[src/hw/rtl/slfp_pkg.sv]
package slfp_pkg;

   // Field widths of the byte stream and of the result word.
   localparam int BYTE_W  = 8;
   localparam int KIND_W  = 3;
   localparam int RSP_W   = 4 * BYTE_W;
   localparam int CSR_A_W = 1;

   // Register reset values.
   localparam logic [BYTE_W-1:0] SYNC_RESET    = 8'hAA;
   localparam logic [BYTE_W-1:0] MAX_LEN_RESET = 8'hFF;

   // Register indexes on the csr port.
   localparam logic [CSR_A_W-1:0] CSR_SYNC_BYTE = 1'b0;
   localparam logic [CSR_A_W-1:0] CSR_MAX_LEN   = 1'b1;

   // Parser phase.
   typedef enum logic [2:0] {
      PH_HUNT = 3'd0,
      PH_CMD  = 3'd1,
      PH_LEN  = 3'd2,
      PH_DATA = 3'd3,
      PH_CHK  = 3'd4
   } phase_type;

   // Event codes carried on rsp_tuser.
   typedef enum logic [KIND_W-1:0] {
      EV_NONE    = 3'd0,
      EV_PAYLOAD = 3'd1,
      EV_GOOD    = 3'd2,
      EV_BAD     = 3'd3,
      EV_REJECT  = 3'd4
   } event_type;

   // One result word.
   typedef struct packed {
      logic [BYTE_W-1:0] payload_index;
      logic [BYTE_W-1:0] payload_byte;
      logic [BYTE_W-1:0] frame_len;
      logic [BYTE_W-1:0] frame_cmd;
      event_type         event_kind;
   } result_type;

endpackage

[src/hw/rtl/sync_len_xor_frame_parser.sv]
// Frame parser for a received serial byte stream.
// The req channel carries one received byte per word. A frame is a sync byte,
// a command byte, a length byte, that many payload bytes and a checksum byte
// equal to the XOR of command, length and payload. Every accepted byte yields
// exactly one rsp word: an event code on rsp_tuser and the held command and
// length, plus the payload byte and its index for payload events.
// The csr port writes the sync value (index 0) and the largest accepted
// payload length (index 1); a write applies from the next byte.
// The result of a byte accepted at one edge is valid on rsp after that edge.
// Throughput is one byte per cycle while the receiver does not stall, set by
// the single result register behind the parser logic.
// Reset clears both registers to their defaults, returns the parser to sync
// hunting and empties the result register.
// When the receiver stalls, the held result stays on rsp and req_tready
// drops until the result is taken; no word is lost or repeated.
module sync_len_xor_frame_parser (
   input  logic                                clock,
   input  logic                                reset,
   input  logic                                req_tvalid,
   output logic                                req_tready,
   input  logic [slfp_pkg::BYTE_W-1:0]         req_tdata,  // rx_byte
   output logic                                rsp_tvalid,
   input  logic                                rsp_tready,
   // frame_cmd, frame_len, payload_byte, payload_index
   output logic [slfp_pkg::RSP_W-1:0]          rsp_tdata,
   output logic [slfp_pkg::KIND_W-1:0]         rsp_tuser,  // event_kind
   input  logic                                csr_we,
   input  logic [slfp_pkg::CSR_A_W-1:0]        csr_addr,
   input  logic [slfp_pkg::BYTE_W-1:0]         csr_wdata
);

   slfp_pkg::result_type parse_result;
   slfp_pkg::result_type rsp_result;
   logic                 take;

   assign take = req_tvalid && req_tready;

   slfp_parse u_parse (
      .clock     (clock),
      .reset     (reset),
      .csr_we    (csr_we),
      .csr_addr  (csr_addr),
      .csr_wdata (csr_wdata),
      .take      (take),
      .rx_byte   (req_tdata),
      .result    (parse_result)
   );

   slfp_out u_out (
      .clock     (clock),
      .reset     (reset),
      .in_valid  (req_tvalid),
      .in_ready  (req_tready),
      .in_data   (parse_result),
      .out_valid (rsp_tvalid),
      .out_ready (rsp_tready),
      .out_data  (rsp_result)
   );

   // Pack the result word, frame_cmd in the lowest bits and payload_index in the highest.
   assign rsp_tdata = {rsp_result.payload_index, rsp_result.payload_byte,
                       rsp_result.frame_len, rsp_result.frame_cmd};
   assign rsp_tuser = rsp_result.event_kind;

endmodule

[src/hw/rtl/slfp_parse.sv]
module slfp_parse (
   input  logic                                clock,
   input  logic                                reset,
   input  logic                                csr_we,
   input  logic [slfp_pkg::CSR_A_W-1:0]        csr_addr,
   input  logic [slfp_pkg::BYTE_W-1:0]         csr_wdata,
   input  logic                                take,
   input  logic [slfp_pkg::BYTE_W-1:0]         rx_byte,
   output slfp_pkg::result_type                result
);

   logic [slfp_pkg::BYTE_W-1:0] sync_ff;
   logic [slfp_pkg::BYTE_W-1:0] max_len_ff;

   slfp_pkg::phase_type         phase_ff, phase_in;
   logic [slfp_pkg::BYTE_W-1:0] cmd_ff, cmd_in;
   logic [slfp_pkg::BYTE_W-1:0] len_ff, len_in;
   logic [slfp_pkg::BYTE_W-1:0] count_ff, count_in;
   logic [slfp_pkg::BYTE_W-1:0] xor_ff, xor_in;
   logic [slfp_pkg::BYTE_W-1:0] count_next;

   // Configuration registers; a write takes effect from the next byte.
   always_ff @(posedge clock) begin
      if (reset) begin
         sync_ff    <= slfp_pkg::SYNC_RESET;
         max_len_ff <= slfp_pkg::MAX_LEN_RESET;
      end else if (csr_we) begin
         unique case (csr_addr)
            slfp_pkg::CSR_SYNC_BYTE: sync_ff    <= csr_wdata;
            slfp_pkg::CSR_MAX_LEN:   max_len_ff <= csr_wdata;
            default: ;
         endcase
      end
   end

   assign count_next = count_ff + 8'd1;

   // Next state and the result for the current byte.
   always_comb begin
      phase_in             = phase_ff;
      cmd_in               = cmd_ff;
      len_in               = len_ff;
      count_in             = count_ff;
      xor_in               = xor_ff;
      result.event_kind    = slfp_pkg::EV_NONE;
      result.payload_byte  = '0;
      result.payload_index = '0;
      unique case (phase_ff)
         slfp_pkg::PH_CMD: begin
            cmd_in   = rx_byte;
            xor_in   = xor_ff ^ rx_byte;
            phase_in = slfp_pkg::PH_LEN;
         end
         slfp_pkg::PH_LEN: begin
            len_in   = rx_byte;
            xor_in   = xor_ff ^ rx_byte;
            count_in = '0;
            if (rx_byte == '0) begin
               // An empty frame goes straight to its checksum.
               phase_in = slfp_pkg::PH_CHK;
            end else if (rx_byte > max_len_ff) begin
               result.event_kind = slfp_pkg::EV_REJECT;
               phase_in          = slfp_pkg::PH_HUNT;
            end else begin
               phase_in = slfp_pkg::PH_DATA;
            end
         end
         slfp_pkg::PH_DATA: begin
            result.event_kind    = slfp_pkg::EV_PAYLOAD;
            result.payload_byte  = rx_byte;
            result.payload_index = count_ff;
            xor_in               = xor_ff ^ rx_byte;
            count_in             = count_next;
            if (count_next >= len_ff) begin
               phase_in = slfp_pkg::PH_CHK;
            end
         end
         slfp_pkg::PH_CHK: begin
            result.event_kind = (rx_byte == xor_ff) ? slfp_pkg::EV_GOOD : slfp_pkg::EV_BAD;
            phase_in          = slfp_pkg::PH_HUNT;
         end
         default: begin
            // Hunting: anything but the sync value is dropped.
            phase_in = slfp_pkg::PH_HUNT;
            if (rx_byte == sync_ff) begin
               xor_in   = '0;
               phase_in = slfp_pkg::PH_CMD;
            end
         end
      endcase
      result.frame_cmd = cmd_in;
      result.frame_len = len_in;
   end

   // Frame state advances only when a word is taken.
   always_ff @(posedge clock) begin
      if (reset) begin
         phase_ff <= slfp_pkg::PH_HUNT;
         cmd_ff   <= '0;
         len_ff   <= '0;
         count_ff <= '0;
         xor_ff   <= '0;
      end else if (take) begin
         phase_ff <= phase_in;
         cmd_ff   <= cmd_in;
         len_ff   <= len_in;
         count_ff <= count_in;
         xor_ff   <= xor_in;
      end
   end

endmodule

[src/hw/rtl/slfp_out.sv]
module slfp_out (
   input  logic                 clock,
   input  logic                 reset,
   input  logic                 in_valid,
   output logic                 in_ready,
   input  slfp_pkg::result_type in_data,
   output logic                 out_valid,
   input  logic                 out_ready,
   output slfp_pkg::result_type out_data
);

   logic                 valid_ff;
   slfp_pkg::result_type data_ff;

   // The register can load whenever it is empty or being drained.
   assign in_ready = !valid_ff || out_ready;

   always_ff @(posedge clock) begin
      if (reset) begin
         valid_ff <= 1'b0;
      end else if (in_ready) begin
         valid_ff <= in_valid;
      end
   end

   always_ff @(posedge clock) begin
      if (in_valid && in_ready) begin
         data_ff <= in_data;
      end
   end

   assign out_valid = valid_ff;
   assign out_data  = data_ff;

endmodule

[config.mk]
export PLATFORM = sky130hd
export DESIGN_NAME = sync_len_xor_frame_parser
export DESIGN_NICKNAME = d
export VERILOG_FILES = /design/src/hw/rtl/slfp_pkg.sv /design/src/hw/rtl/sync_len_xor_frame_parser.sv /design/src/hw/rtl/slfp_parse.sv /design/src/hw/rtl/slfp_out.sv
export SDC_FILE = /design/constraint.sdc
export NUM_CORES = 1
export LEC_CHECK = 0
export ABC_AREA = 1
export BUFFER_PORTS_ARGS = -buffer_cell sky130_fd_sc_hd__buf_2
export CORE_AREA = 3 3 91 110
export CTS_CLUSTER_SIZE = 20
export DETAILED_ROUTE_END_ITERATION = 6
export DIE_AREA = 0 0 94 113
export GPL_ROUTABILITY_DRIVEN = 1
export PLACE_DENSITY = 0.75
export SYNTH_ARGS = -nofsm -noshare
export SYNTH_HDL_FRONTEND = slang
export SYNTH_SLANG_ARGS = --single-unit
[constraint.sdc]
create_clock -name clock -period 4.9 [get_ports clock]
set_input_delay 0.49 -clock clock [delete_from_list [all_inputs] [get_ports clock]]
set_output_delay 0.49 -clock clock [all_outputs]
set_load 0.05 [all_outputs]
==> summary.md <==
| Metric | Value |
|---|---|
| Result of the run | `complete, no violations` |
| Worst VDD drop | `0.189 mV` |
| Accumulated negative setup slack | `0 ps` |
| Number of clock sinks | `87` |
| Power per cell area | `~340 nW/µm²` |
| Synth cell types | `26` |
| Combinational family with the most area after synthesis | `simple AND/OR/NAND/NOR gates` |
| Starting density of the core | `0.449` |
| Mapped Area | `4050 µm²` |
| Critical Path Source | `u_out.out_valid$_SDFFE_PP0N_` |
| Critical R2R Launch | `u_out.out_valid$_SDFFE_PP0N_` |
| Post-cts hold buffer count | `0` |
| Post-detail-place hpwl | `5.88 mm` |
| Vias | `3,224` |
| Worst-margin pin slew | `around 990 ps` |
| Adder-cell share of the synthesized area | `0.0525` |
| Number of standard-cell rows in the floorplan | `38` |
| Number of global-route vias before repair | `2,964` |
| Remaining DRCs | `0` |
| Die height | `113 µm` |
| Signal arrival time at the worst endpoint | `2790 ps` |
| Antenna diodes | `0` |
| Fraction of layout instances using a drive strength above 1 | `0.140` |
| Min Tclk post-route | `2490 ps` |
| Worst-skew pair later-pin latency | `roughly 360 ps` |
| Max Clk Rate | `roughly 400 MHz` |
| Final Routed Wirelength | `8.29 mm` |
| Post-synthesis area per instance | `8.32 µm²` |
| Yosys warning total | `0` |
| Fraction of synthesized area in multiplexers | `0` |
| Clock buffer count from CTS | `9` |
| Number of endpoints with negative hold slack in the final report | `0` |
| Starting DRC count in detailed routing | `220` |
| Longest Clk Path Bufs | `2` |
| Core Box Area | `9030 µm²` |
| Final net count | `583` |
| Final Core Density | `0.513` |
| I/O Buffers | `58` |
| Resized cells post-CTS | `0` |
| Pin count of the biggest net entering global routing | `38` |
| Gpl congestion | `around 0.8` |
| Static Leakage | `2.20 nW` |
| Overall fraction of global-route tracks in use | `0.164` |
| Buffers inserted during post-CTS setup optimization | `0` |
| Global route total overflow | `0` |
| RSZ-0062 raised after global routing | `false` |
| Final count of pins violating max slew | `0` |
| Worst Path Required | `between 5000 and 6000 ps` |
| Via/cell ratio | `just under 5` |
| Hold wc startpoint | `csr_wdata[0]` |
| Syn Nets | `~530` |
| Clock input transition at the sequential cells of the worst setup and hold paths | `approximately 90 ps` |
| Number of violations of the max-capacitance limit | `0` |
| Antenna violations before repair | `0` |
| Synth-to-layout area growth | `14.4%` |
| Number of instances in the synthesized netlist | `487` |
| Worst Setup End Kind | `flip-flop` |
| Min setup slack post-route | `~2400 ps` |
| Compound-gate portion of the synthesized area | `0.103` |
| Overall power of the completed layout | `1.59 mW` |
| Maximum clock skew at final layout | `about 9.0 ps` |
| Count of boundary I/O pins | `59` |
| Setup slack at placement | `~2100 ps` |
| Width of the die | `between 90 and 100 µm` |
| Number of search-and-repair iterations in the first detailed-routing pass | `5` |
| Post-Synth XOR/XNOR Area | `0.0454` |
| Largest driver fanout on the critical path | `37` |
| HP Class | `input pin to flip-flop` |
| Flip-flop and latch count after synthesis | `87` |
| CTS tree | `yes` |
| Nature of the critical path startpoint | `flip-flop` |
| Remaining max-slew budget at the tightest pin | `0.336` |
| Global-route wire length before repair | `~14 mm` |
| Area enclosed by the die boundary | `10,600 µm²` |
| Final Setup Violations | `0` |
| Synthesized-area fraction occupied by and/or/nand/nor cells | `0.197` |
| Setup slack of the most critical reg-to-reg path | `approximately 2400 ps` |
| Master cell of the clock root buffer | `sky130_fd_sc_hd__clkbuf_8` |
| Worst Path Class, Setup | `flip-flop to flip-flop` |
| Fin crit share | `0.508` |
| Sequential element share of the synthesized area | `0.516` |
| Number of H-tree levels | `3` |
| Average detailed-routed wire length per instance | `12.4 µm` |
| Final antenna-violating net count | `0` |
cell usage in the layout, fill, tap and decap left out, types with 8 or more instances in the layout:
master	n
sky130_fd_sc_hd__nand2_1	107
sky130_fd_sc_hd__inv_1	75
sky130_fd_sc_hd__buf_2	58
sky130_fd_sc_hd__nor2_1	55
sky130_fd_sc_hd__dfxtp_1	52
sky130_fd_sc_hd__o21ai_0	36
sky130_fd_sc_hd__edfxtp_1	35
sky130_fd_sc_hd__a21oi_1	30
sky130_fd_sc_hd__nand3_1	18
sky130_fd_sc_hd__ha_1	17
sky130_fd_sc_hd__xor2_1	12
sky130_fd_sc_hd__xnor2_1	9
sky130_fd_sc_hd__clkbuf_8	9
sky130_fd_sc_hd__o211ai_1	8
path summary, 6_finish.rpt:
check | end | depth (start not counted)
hold / removal | u_parse.max_len_ff[0]$_SDFFE_PP1P_ | 3
hold reg to reg | u_parse.xor_ff[7]$_SDFFE_PP0P_ | 2
setup / recovery | u_parse.phase_ff[1]$_SDFFE_PP0P_ | 8
setup reg to reg | u_parse.phase_ff[1]$_SDFFE_PP0P_ | 8
worst max-delay path, stage by stage, from the launching register on:
cell and delay [ps]:
sky130_fd_sc_hd__dfxtp_1 310, sky130_fd_sc_hd__nand2_1 100, sky130_fd_sc_hd__nand2_1 580, sky130_fd_sc_hd__inv_1 530
sky130_fd_sc_hd__buf_4 470, sky130_fd_sc_hd__nand2_1 180, sky130_fd_sc_hd__nand2_1 90, sky130_fd_sc_hd__nand2_1 50
sky130_fd_sc_hd__nor2_1 100
kinds of logic after synthesis:
| logic type | count (synthesis) |
|---|---|
| flops | 87 |
| fa+ha+maj | 17 |
| simple gates | 193 |
| xor+xnor | 21 |
| buf+inv | 90 |
| compound gates | 79 |
layer usage:
metal  wire length [µm]  vias to the layer above  global-route usage  part of all wire
li1                   -                     1671                   -                 -
met2               4010                       80               0.276              0.48
met3                406                       14              0.0419             0.049
met1               3730                     1459               0.208              0.45
met5                  0                        -                   0                 0
met4                150                        0              0.0472             0.018
Yosys cell counts:
cell	n	area share
sky130_fd_sc_hd__inv_2	1	0.00093
sky130_fd_sc_hd__nor2_1	55	0.051
sky130_fd_sc_hd__a21o_1	1	0.0019
sky130_fd_sc_hd__clkbuf_1	7	0.0065
sky130_fd_sc_hd__inv_1	75	0.069
sky130_fd_sc_hd__xnor2_1	9	0.019
sky130_fd_sc_hd__nor4_1	2	0.0031
sky130_fd_sc_hd__nor2_4	2	0.0056
sky130_fd_sc_hd__a21oi_1	30	0.037
sky130_fd_sc_hd__nand4_1	4	0.0062
sky130_fd_sc_hd__nor3_4	1	0.0040
sky130_fd_sc_hd__buf_2	1	0.0012
sky130_fd_sc_hd__dfxtp_1	52	0.26
sky130_fd_sc_hd__buf_1	2	0.0019
sky130_fd_sc_hd__ha_1	17	0.052
sky130_fd_sc_hd__nor3_1	3	0.0037
sky130_fd_sc_hd__o211ai_1	8	0.015
sky130_fd_sc_hd__xor2_1	12	0.026
sky130_fd_sc_hd__o21ai_0	36	0.044
sky130_fd_sc_hd__edfxtp_1	35	0.26
sky130_fd_sc_hd__nand3_1	18	0.022
sky130_fd_sc_hd__buf_4	3	0.0056
sky130_fd_sc_hd__nand2_1	107	0.099
sky130_fd_sc_hd__clkinv_1	1	0.00093
sky130_fd_sc_hd__nand3b_1	1	0.0019
sky130_fd_sc_hd__o21ai_1	4	0.0049
cell type report:
type,count,area [µm²]
clock buffer,9,124
clock inverter,7,71.3
fill,870,4400
inverter,77,289
multi-input combinational,310,1610
sequential,87,2090
tap,120,150
timing repair buffer,59,298
sequential cells by signal (all words and copies together), names as in the netlist:
register            count
u_out.out_valid         1
u_parse.max_len_ff      8
u_parse.cmd_ff          8
u_parse.xor_ff          8
u_parse.len_ff          8
u_out.out_data         35
u_parse.count_ff        8
u_parse.phase_ff        3
u_parse.sync_ff         8
power by group:
part           switching, mW  total (mW)  internal (mW)
clock                  0.262       0.498          0.237
combinational          0.202       0.273         0.0716
sequential            0.0177       0.821          0.804
per-stage QoR:
stage | hold slack, ps | cells | cell area (µm²)
floorplan | 445 | 487 | 4050
global placement | 459 | 653 | 4440
detailed placement | 468 | 653 | 4440
CTS | 341 | 669 | 4640
global route | 350 | 669 | 4640
finish | 346 | 669 | 4640
No activity file was read; power rests on OpenSTA's default activity.
